File: src/hdl/qbf_pkg.sv
`timescale 1ns / 1ps
// ----------------------------------------------------------------------------
// qbf_pkg
// Shared widths and the sequencer state type of the Bezier flight step.
// ----------------------------------------------------------------------------
package qbf_pkg;

  localparam int CNT_W   = 12;  // step counts
  localparam int CRD_W   = 19;  // coordinate fields at the ports
  localparam int POS_W   = 20;  // curve point fields
  localparam int ROLL_W  = 21;  // roll vector fields
  localparam int ACC_W   = 32;  // wrapping arithmetic width
  localparam int N_AXES  = 3;
  localparam int N_TERMS = 3;

  typedef enum logic [3:0] {
    ST_IDLE,
    ST_DIV,
    ST_SQ,
    ST_SQR,
    ST_WGT,
    ST_MUL,
    ST_ACC,
    ST_RND,
    ST_OUT
  } qbf_state_t;

endpackage

File: src/hdl/qbf_div.sv
`timescale 1ns / 1ps
// ----------------------------------------------------------------------------
// qbf_div
// Restoring unsigned divider, one quotient bit per cycle.
// ----------------------------------------------------------------------------
module qbf_div #(
  parameter int DVD_W = 24,
  parameter int DSR_W = 12
) (
  input  logic             clk,
  input  logic             rst_n,
  input  logic             start,
  input  logic [DVD_W-1:0] dividend,
  input  logic [DSR_W-1:0] divisor,
  output logic             done,
  output logic [DVD_W-1:0] quotient
);

  localparam int CNT_BITS = $clog2(DVD_W + 1);

  logic                busy_r, busy_nxt;
  logic                done_r, done_nxt;
  logic [CNT_BITS-1:0] cnt_r, cnt_nxt;
  logic [DVD_W-1:0]    quo_r, quo_nxt;
  logic [DSR_W-1:0]    rem_r, rem_nxt;
  logic [DSR_W-1:0]    dsr_r, dsr_nxt;
  logic [DSR_W+1:0]    rem_sh;
  logic [DSR_W+1:0]    diff;

  assign rem_sh = {1'b0, rem_r, quo_r[DVD_W-1]};
  assign diff   = rem_sh - {2'b00, dsr_r};

  always_comb begin
    busy_nxt = busy_r;
    done_nxt = 1'b0;
    cnt_nxt  = cnt_r;
    quo_nxt  = quo_r;
    rem_nxt  = rem_r;
    dsr_nxt  = dsr_r;
    if (start) begin
      busy_nxt = 1'b1;
      cnt_nxt  = CNT_BITS'(DVD_W);
      quo_nxt  = dividend;
      rem_nxt  = '0;
      dsr_nxt  = divisor;
    end else if (busy_r) begin
      // restore on borrow, else keep the difference
      if (diff[DSR_W+1]) begin
        rem_nxt = rem_sh[DSR_W-1:0];
        quo_nxt = {quo_r[DVD_W-2:0], 1'b0};
      end else begin
        rem_nxt = diff[DSR_W-1:0];
        quo_nxt = {quo_r[DVD_W-2:0], 1'b1};
      end
      cnt_nxt = cnt_r - CNT_BITS'(1);
      if (cnt_r == CNT_BITS'(1)) begin
        busy_nxt = 1'b0;
        done_nxt = 1'b1;
      end
    end
  end

  always_ff @(posedge clk) begin
    if (!rst_n) begin
      busy_r <= 1'b0;
      done_r <= 1'b0;
      cnt_r  <= '0;
    end else begin
      busy_r <= busy_nxt;
      done_r <= done_nxt;
      cnt_r  <= cnt_nxt;
    end
    quo_r <= quo_nxt;
    rem_r <= rem_nxt;
    dsr_r <= dsr_nxt;
  end

  assign done     = done_r;
  assign quotient = quo_r;

endmodule

File: src/hdl/quadratic_bezier_flight_step.sv
`timescale 1ns / 1ps
// ----------------------------------------------------------------------------
// quadratic_bezier_flight_step
// One step of a 3-D quadratic Bezier flight: curve point, step count and
// the roll vector on the final step.
// ----------------------------------------------------------------------------
// The block takes one item at a time and holds in_stall high until it has
// finished it. While in_stall is high the item passes through the bit-serial
// fraction divider, then the fraction is squared and the weights are formed,
// then each of the three axes is worked on the single shared 32x32
// multiplier and accumulator, and then the output register is loaded. The
// output register holds off the last step while an earlier result is still
// stalled, and a new item is taken only once the block is back in idle. The
// result waits in that register while the next item is already being taken.
// The last emitted point is kept for the roll vector and is zero after reset.
// The curve arithmetic wraps at 32 bits.
module quadratic_bezier_flight_step
  import qbf_pkg::*;
#(
  parameter int FRAC_BITS  = 12,
  parameter int COORD_BITS = 19
) (
  input  logic                     clk,
  input  logic                     rst_n,
  input  logic                     in_valid,
  output logic                     in_stall,
  input  logic [CNT_W-1:0]         in_steps_left,
  input  logic [CNT_W-1:0]         in_steps_total,
  input  logic signed [CRD_W-1:0]  in_start_x,
  input  logic signed [CRD_W-1:0]  in_start_y,
  input  logic signed [CRD_W-1:0]  in_start_z,
  input  logic signed [CRD_W-1:0]  in_ctrl_x,
  input  logic signed [CRD_W-1:0]  in_ctrl_y,
  input  logic signed [CRD_W-1:0]  in_ctrl_z,
  input  logic signed [CRD_W-1:0]  in_end_x,
  input  logic signed [CRD_W-1:0]  in_end_y,
  input  logic signed [CRD_W-1:0]  in_end_z,
  output logic                     out_valid,
  input  logic                     out_stall,
  output logic signed [POS_W-1:0]  out_pos_x,
  output logic signed [POS_W-1:0]  out_pos_y,
  output logic signed [POS_W-1:0]  out_pos_z,
  output logic [CNT_W-1:0]         out_steps_after,
  output logic                     out_landed,
  output logic signed [ROLL_W-1:0] out_roll_dx,
  output logic signed [ROLL_W-1:0] out_roll_dy,
  output logic signed [ROLL_W-1:0] out_roll_dz
);

  localparam int DVD_W = CNT_W + FRAC_BITS;
  localparam logic [ACC_W-1:0] ONE_FX = ACC_W'(1) << FRAC_BITS;

  // signed divide by ONE_FX, truncating toward zero
  function automatic logic [ACC_W-1:0] trunc_frac(input logic [ACC_W-1:0] v);
    logic [ACC_W-1:0] b;
    b = v + (v[ACC_W-1] ? (ONE_FX - ACC_W'(1)) : '0);
    return ACC_W'($signed(b) >>> FRAC_BITS);
  endfunction

  qbf_state_t state_r, state_nxt;

  logic                  in_acc;
  logic                  out_free;
  logic                  div_done;
  logic [DVD_W-1:0]      div_quo;
  logic [CNT_W-1:0]      div_dsr;

  logic [CNT_W-1:0]      left_r;
  logic [COORD_BITS-1:0] coord_r [N_TERMS][N_AXES];
  logic [ACC_W-1:0]      q_r;
  logic [ACC_W-1:0]      prod_r;
  logic [ACC_W-1:0]      sq_r;
  logic [ACC_W-1:0]      w_r [N_TERMS];
  logic [ACC_W-1:0]      acc_r;
  logic [1:0]            t_r;
  logic [1:0]            a_r;
  logic [POS_W-1:0]      pos_r [N_AXES];
  logic [POS_W-1:0]      prev_r [N_AXES];

  logic [ACC_W-1:0]      mul_a, mul_b;
  logic [ACC_W-1:0]      mul_p;
  logic [ACC_W-1:0]      two_q;
  logic [ACC_W-1:0]      rnd;

  // sequencer strobes
  logic ld_q, ld_prod, ld_sq, ld_w, ld_acc, ld_pos, ld_out;

  assign in_acc   = in_valid && !in_stall;
  assign in_stall = (state_r != ST_IDLE);
  assign out_free = !out_valid || !out_stall;

  assign div_dsr = (in_steps_total == '0) ? CNT_W'(1) : in_steps_total;

  qbf_div #(
    .DVD_W (DVD_W),
    .DSR_W (CNT_W)
  ) u_div (
    .clk      (clk),
    .rst_n    (rst_n),
    .start    (in_acc),
    .dividend ({in_steps_left, {FRAC_BITS{1'b0}}}),
    .divisor  (div_dsr),
    .done     (div_done),
    .quotient (div_quo)
  );

  // next state
  always_comb begin
    state_nxt = state_r;
    unique case (state_r)
      ST_IDLE: if (in_acc) state_nxt = ST_DIV;
      ST_DIV:  if (div_done) state_nxt = ST_SQ;
      ST_SQ:   state_nxt = ST_SQR;
      ST_SQR:  state_nxt = ST_WGT;
      ST_WGT:  state_nxt = ST_MUL;
      ST_MUL:  state_nxt = ST_ACC;
      ST_ACC:  state_nxt = (t_r == 2'd2) ? ST_RND : ST_MUL;
      ST_RND:  state_nxt = (a_r == 2'd2) ? ST_OUT : ST_MUL;
      ST_OUT:  if (out_free) state_nxt = ST_IDLE;
      default: state_nxt = ST_IDLE;
    endcase
  end

  // sequencer outputs
  always_comb begin
    ld_q    = 1'b0;
    ld_prod = 1'b0;
    ld_sq   = 1'b0;
    ld_w    = 1'b0;
    ld_acc  = 1'b0;
    ld_pos  = 1'b0;
    ld_out  = 1'b0;
    unique case (state_r)
      ST_IDLE: ;
      ST_DIV:  ld_q = div_done;
      ST_SQ:   ld_prod = 1'b1;
      ST_SQR:  ld_sq = 1'b1;
      ST_WGT:  ld_w = 1'b1;
      ST_MUL:  ld_prod = 1'b1;
      ST_ACC:  ld_acc = 1'b1;
      ST_RND:  ld_pos = 1'b1;
      ST_OUT:  ld_out = out_free;
      default: ;
    endcase
  end

  // shared multiplier: q*q while squaring, weight*coordinate otherwise
  always_comb begin
    if (state_r == ST_SQ) begin
      mul_a = q_r;
      mul_b = q_r;
    end else begin
      mul_a = w_r[t_r];
      mul_b = ACC_W'($signed(coord_r[t_r][a_r]));
    end
  end

  assign mul_p = mul_a * mul_b;
  assign two_q = {q_r[ACC_W-2:0], 1'b0};
  assign rnd   = trunc_frac(acc_r);

  always_ff @(posedge clk) begin
    if (!rst_n) begin
      state_r <= ST_IDLE;
    end else begin
      state_r <= state_nxt;
    end
  end

  always_ff @(posedge clk) begin
    if (in_acc) begin
      left_r        <= in_steps_left;
      coord_r[0][0] <= in_start_x[COORD_BITS-1:0];
      coord_r[0][1] <= in_start_y[COORD_BITS-1:0];
      coord_r[0][2] <= in_start_z[COORD_BITS-1:0];
      coord_r[1][0] <= in_ctrl_x[COORD_BITS-1:0];
      coord_r[1][1] <= in_ctrl_y[COORD_BITS-1:0];
      coord_r[1][2] <= in_ctrl_z[COORD_BITS-1:0];
      coord_r[2][0] <= in_end_x[COORD_BITS-1:0];
      coord_r[2][1] <= in_end_y[COORD_BITS-1:0];
      coord_r[2][2] <= in_end_z[COORD_BITS-1:0];
    end
    if (ld_q) begin
      q_r <= ONE_FX - ACC_W'(div_quo);
    end
    if (ld_prod) begin
      prod_r <= mul_p;
    end
    if (ld_sq) begin
      sq_r <= trunc_frac(prod_r);
    end
    if (ld_w) begin
      w_r[0] <= ONE_FX - two_q + sq_r;
      w_r[1] <= two_q - {sq_r[ACC_W-2:0], 1'b0};
      w_r[2] <= sq_r;
    end
    if (ld_pos) begin
      pos_r[a_r] <= rnd[POS_W-1:0];
    end
  end

  // term and axis counters, accumulator
  always_ff @(posedge clk) begin
    if (!rst_n) begin
      t_r   <= '0;
      a_r   <= '0;
      acc_r <= '0;
    end else if (ld_w) begin
      t_r   <= '0;
      a_r   <= '0;
      acc_r <= '0;
    end else if (ld_acc) begin
      acc_r <= acc_r + prod_r;
      if (t_r != 2'd2) begin
        t_r <= t_r + 2'd1;
      end
    end else if (ld_pos) begin
      acc_r <= '0;
      t_r   <= '0;
      a_r   <= a_r + 2'd1;
    end
  end

  // output register and stored point
  always_ff @(posedge clk) begin
    if (!rst_n) begin
      out_valid <= 1'b0;
      prev_r[0] <= '0;
      prev_r[1] <= '0;
      prev_r[2] <= '0;
    end else begin
      if (ld_out) begin
        out_valid <= 1'b1;
        prev_r[0] <= pos_r[0];
        prev_r[1] <= pos_r[1];
        prev_r[2] <= pos_r[2];
      end else if (!out_stall) begin
        out_valid <= 1'b0;
      end
    end
  end

  always_ff @(posedge clk) begin
    if (ld_out) begin
      out_pos_x  <= pos_r[0];
      out_pos_y  <= pos_r[1];
      out_pos_z  <= pos_r[2];
      out_landed <= (left_r == '0);
      if (left_r == '0) begin
        out_steps_after <= '0;
        out_roll_dx <= {pos_r[0][POS_W-1], pos_r[0]} - {prev_r[0][POS_W-1], prev_r[0]};
        out_roll_dy <= {pos_r[1][POS_W-1], pos_r[1]} - {prev_r[1][POS_W-1], prev_r[1]};
        out_roll_dz <= {pos_r[2][POS_W-1], pos_r[2]} - {prev_r[2][POS_W-1], prev_r[2]};
      end else begin
        out_steps_after <= left_r - CNT_W'(1);
        out_roll_dx     <= '0;
        out_roll_dy     <= '0;
        out_roll_dz     <= '0;
      end
    end
  end

endmodule

File: config.mk
export PLATFORM = sky130hd
export DESIGN_NAME = quadratic_bezier_flight_step
export DESIGN_NICKNAME = d
export VERILOG_FILES = /design/src/hdl/qbf_pkg.sv /design/src/hdl/qbf_div.sv /design/src/hdl/quadratic_bezier_flight_step.sv
export SDC_FILE = /design/constraint.sdc
export NUM_CORES = 2
export LEC_CHECK = 0
export BUFFER_PORTS_ARGS = -buffer_cell sky130_fd_sc_hd__buf_2
export CAP_MARGIN = 20
export CORE_UTILIZATION = 25
export DETAILED_ROUTE_END_ITERATION = 8
export PLACE_DENSITY = 0.38
export SLEW_MARGIN = 20
export SYNTH_ARGS = -nofsm -noshare
export SYNTH_HDL_FRONTEND = slang
export SYNTH_SLANG_ARGS = --single-unit
File: constraint.sdc
create_clock -name clk -period 13.55 [get_ports clk]
set_clock_uncertainty 0.1 [all_clocks]
set_input_delay 1.355 -clock clk [delete_from_list [all_inputs] [get_ports clk]]
set_output_delay 1.355 -clock clk [all_outputs]
set_load 0.05 [all_outputs]
# --- Word level (Yosys, flattened, before mapping) ---
# Memory sizes are Yosys's and may differ from the RTL's. A register that Yosys moved wholly into a read port is not among the register bits.
# Cells that the tools add are included.
totals:
  ff_bits: 328
  ram_bits: 387
  in_bits: 199
  out_inout_bits: 138
  memories: 4
classes:
  add_sub_neg: 15
  multipliers: 1
  magnitude_cmp: 1
  n_eq_ne: 17
  muxes: 54
  n_bitwise: 7
  n_reduce_logical: 18
mem_list:
  columns: ["name", "depth", "width", "rd", "rd_ports_with_merged_regs", "wr", "line_no", "source"]
  rows:
  - ["coord_r", 3, 57, 1, 1, 3, "quadratic_bezier_flight_step.sv:69", "logic [COORD_BITS-1:0] coord_r [N_TERMS][N_AXES];"]
  - ["w_r", 3, 32, 1, 1, 3, "quadratic_bezier_flight_step.sv:73", "logic [ACC_W-1:0] w_r [N_TERMS];"]
  - ["pos_r", 3, 20, 3, 0, 1, "quadratic_bezier_flight_step.sv:77", "logic [POS_W-1:0] pos_r [N_AXES];"]
  - ["prev_r", 3, 20, 3, 0, 3, "quadratic_bezier_flight_step.sv:78", "logic [POS_W-1:0] prev_r [N_AXES];"]
op_table:
  columns: ["cell", "count"]
  rows:
  - ["two-way mux 32 bit", 4]
  - ["adder 32 x 12 -> 32 bit", 2]
  - ["adder 32 bit", 2]
  - ["subtractor 20 x 20 -> 21 bit", 3]
  - ["two-way mux 20 bit", 3]
  - ["two-way mux 24 bit", 2]
  - ["binary-select mux 19 bit (select 2 bit)", 1]
  - ["two-way mux 19 bit", 2]
  - ["two-way mux 12 bit", 3]
  - ["one-hot mux 4 bit (9 select lines)", 1]
  - ["multiplier 32 x 32 -> 32 bit", 1]
  - ["subtractor 13 x 32 -> 32 bit (first input constant)", 1]
  - ["subtractor 32 bit", 1]
  - ["subtractor 13 x 24 -> 25 bit (first input constant)", 1]
  - ["zero test 12 bit", 2]
  - ["two-way mux 1 bit", 24]
  - ["== test 4 x 3 -> 1 bit (second input constant)", 4]
  - ["two-way mux 2 bit", 8]
  - ["two-way mux 4 bit", 4]
  - ["subtractor 13 x 12 -> 14 bit", 1]
  - ["subtractor 12 x 1 -> 12 bit (second input constant)", 1]
  - ["two-way mux 5 bit", 2]
  - ["== test 4 x 2 -> 1 bit (second input constant)", 2]
  - ["inequality test 2 x 1 -> 1 bit (second input constant)", 3]
  - ["other kinds (21)", 35]

# --- Longest topological paths before layout ---
logic_depth:
  word_depth: 7
  mapped_depth: 38
  mapped_depth_nobuf: 33

# --- Modules after synthesis ---
# Synthesis repeated with hierarchy kept, for this count alone.
unflattened:
  hier_cells: 4574
  hier_area_um2: 49914.1
by_module_without_submodules:
  columns: ["mod", "n_inst", "cells_each", "area_each_um2", "seq_area_each_um2"]
  rows:
  - ["quadratic_bezier_flight_step", 1, 4329, 47056.4, 18818.0]
  - ["qbf_div", 1, 245, 2857.7, 1461.4]

# --- Worst setup path after synthesis ---
# OpenSTA, ideal clock, no wires.
synth_path:
  kind: "register to register"
  from: "register state_r[3]"
  to: "register with a tool-made name"
  t_arrival_ns: 10.157
  t_required_ns: 13.318
  path_slack_ns: 3.161
  stages_incl_launch_ff: 7
  path_buffers: 3
  path_cell_list: "dfxtp_1 > buf_4 > nor4b_1 > nand2b_1 > clkbuf_1 > buf_1 > nor2_1"
synth_lines:
  columns: ["item", "line_no", "source"]
  rows:
  - ["start, declared", "quadratic_bezier_flight_step.sv:60", "qbf_state_t state_r, state_nxt;"]
  - ["start signal, assigned", "quadratic_bezier_flight_step.sv:166", "state_r <= state_nxt;"]

# --- Final worst setup path ---
layout_path:
  from: "register state_r[1]"
  to: "register prod_r[31] (data pin)"
layout_via:
  elab_chain_cells: 3
  elab_cells_between_ends: 4
layout_lines:
  columns: ["item", "line_no", "source"]
  rows:
  - ["== test 4 x 2 -> 1 bit *", "quadratic_bezier_flight_step.sv:149", "if (state_r == ST_SQ) begin"]
  - ["two-way mux 32 bit", "quadratic_bezier_flight_step.sv:149", null]
  - ["multiplier 32 x 32 -> 32 bit *", "quadratic_bezier_flight_step.sv:158", "assign mul_p = mul_a * mul_b;"]
  - ["via mul_p[31]", "quadratic_bezier_flight_step.sv:81", "logic [ACC_W-1:0] mul_p;"]
  - ["end signal, assigned", "quadratic_bezier_flight_step.sv:187", "prod_r <= mul_p;"]
  - ["end, declared", "quadratic_bezier_flight_step.sv:71", "logic [ACC_W-1:0] prod_r;"]
# The timed path passes the listed nets; every way through them passes the cells marked *.
# A chain may end at the register's enable or synchronous reset.

==> run summary <==
Global-route wire length before repair = 237000 µm
Critical Path Source Type = flip-flop
Antenna violations before repair = 11
Post-CTS Setup Inserts = 0
Port bufs = 336
Fraction of layout cells with a size suffix above 1 = 0.123
Crit path DAT = 10.27 ns
Clk_lat worst skew = 0.68 ns
Most common cell after layout, fill and taps aside = edfxtp_1
Yosys reg bits = 696
Asr flop ratio synth = 0
Crit Path Category = flip-flop to flip-flop
Number of synthesized flops with an enable pin = 622
Initial core utilization = 0.253
Drt total wl = 160000 µm
Num CTS Buffers = 83
Fin nets = 5819
Hold-fix buffers, CTS = 0
Synth Cell Area = 49400 µm²
Maximum number of pins on one net before global-route repair = 183
Average size of a mapped cell = 10.8 µm²
Clock sinks = 696
Via count = 33.8k
Final antenna-violating net count = 0
Reg clk slew, reported paths = 0.06 ns
Worst slew pin tran = 1.08 ns
Die Area = 200000 µm²
Final Max Slew Viols = 0
Cells after synthesis = 4563
Placer Congestion = 0.829
Crit end category = flip-flop
Vias in the first global route = 35.1k
Data required, critical path = 13.85 ns
Ys flop type = edfxtp_1
Post-synthesis sequential area ratio = 0.408
Final period util = 0.736
Root buf cell = clkbuf_16
Gr ovfl total = 0
# IOs = 337
Routed len/inst = 21.2 µm
Fill cells = 20.3k
Vias/cell = 4.46
Critical Path Source = state_r[1]
Syn_nets = 5508
DRC = 0
R2R Path Start = state_r[1]
Clock buffer depth = 3
Setup total negative slack = 0 ns
Post-synth top area cell = edfxtp_1
FMAX = 100 MHz
Initial DRC count = 2115
Slew HR = 0.278
Final setup violating endpoints = 0
Drt first pass iters = 5
Die Y = 447 µm
GRT Util Overall = 0.161
Area growth, synth to finish = 15.2%
Post_cts resized = 0
Site Rows = 162
RSZ-0062 raised after global routing = no
Die Wd = 447 µm
Top cells by area, synth = edfxtp_1 38%, fa_1 17%, ha_1 8.4%
CTS tree = done
Hold Startpoint = pos_r[0][3]
DP Wirelength = 124000 µm
Synthesis Warnings = 0
Core Box Area = 196000 µm²
Worst hold path type = flip-flop to flip-flop
Post-synth top area share = 0.378
Status = finished clean
Fin crit period = 9.97 ns
MaxCap Viol Count = 0
Count of cell types in the netlist = 91
H-tree Lvls = 3
Commonest non-fill, non-tap cells in the layout = 622 x edfxtp_1, 583 x inv_1, 526 x nor2_1
Crit-path max FO = 70
Final-report hold violation count = 0
[cells in the mapped netlist, types with 64 or more instances]
master	instances
nor2b_1	64
edfxtp_1	622
fa_1	415
mux2i_1	88
dfxtp_1	74
inv_1	583
xnor2_1	194
ha_1	331
o21ai_0	106
nand2b_1	120
nor2_1	527
and3_1	92
nand2_1	310
clkbuf_1	128
a21oi_1	186
[routing by layer]
metal / GRT usage / wire length (µm) / up-vias
met5: 0 / 34 / -
li1: - / - / 16000
met3: 0.0209 / 5530 / 179
met2: 0.270 / 76100 / 679
met4: 0.0338 / 3120 / 6
met1: 0.219 / 75300 / 16900
[area by class of cell]
class / instances / area, µm² / share of cell area
multi-input combinational: 3106 / 26400 / 0.464
sequential: 696 / 20200 / 0.354
tap: 2624 / 3280 / 0.0576
clock buffer: 108 / 2270 / 0.0398
inverter: 585 / 2200 / 0.0387
timing repair buffer: 402 / 2190 / 0.0384
clock inverter: 43 / 418 / 0.00734
antenna: 6 / 15.0 / 0.000264
[metrics by stage]
step,util,area (µm²),instances,setup slack [ns],hold slack [ns]
after global placement,0.277,54300,7413,3.44,0.375
after CTS,0.291,57000,7564,3.46,0.390
final,0.291,57000,7570,3.58,0.386
after floorplan,-,49400,4563,3.16,0.326
after global routing,0.291,57000,7566,3.09,0.409
after detailed placement,0.277,54300,7413,3.51,0.377
[worst max-delay path: stages, from the launching register on]
cell and delay [ns]:
dfxtp_1 0.56, nor2b_1 0.31, and2_4 0.51, buf_4 0.69, o21a_1 0.68, nor2_1 0.14, fa_1 0.53, inv_1 0.06
fa_1 0.49, fa_1 0.49, fa_1 0.56, inv_1 0.05, fa_1 0.49, inv_1 0.05, fa_1 0.53, inv_1 0.05
fa_1 0.44, fa_1 0.40, ha_1 0.38, a21o_1 0.18, a21o_1 0.16, a21oi_1 0.20, o21ai_0 0.11, a21oi_1 0.23
a211o_1 0.19, o21ai_0 0.14, o41ai_1 0.74, xnor2_1 0.14
[registers in the layout (all words and copies together) (netlist names), 5 cells and up, named ones only]
register         count
w_r                 82
u_div.dsr_r         12
u_div.rem_r         12
prod_r              32
out_pos_z           20
out_steps_after     12
out_roll_dy         21
out_roll_dx         21
q_r                 25
acc_r               32
sq_r                20
out_pos_y           20
out_pos_x           20
coord_r            171
u_div.quotient      24
out_roll_dz         21
pos_r               60
prev_r              60
left_r              12
u_div.cnt_r          5
[cells by family (layout without fill, tap and decap cells)]
kind of cell	after synthesis	in the layout	share of synthesized area
muxes	102	102	0.0220
buffers and inverters	761	1138	0.0604
and+or+nand+nor	1343	1343	0.126
AOI/OAI and AO/OA	658	658	0.0861
DFF	696	696	0.408
adders and majority gates	746	746	0.252
other	0	6	0
xor gates and xnor gates	257	257	0.0458
[final timing paths]
check	endpoint	slack [ns]	cells past startpoint
hold reg to reg	out_pos_x[3]	0.39	0
setup / recovery	prod_r[31]	3.58	27
setup reg to reg	prod_r[31]	3.58	27
hold / removal	out_pos_x[3]	0.39	0
Power is left out: the tool's default activity adds up to more than one toggle a clock period on the data nets, which glitch-free logic cannot reach.
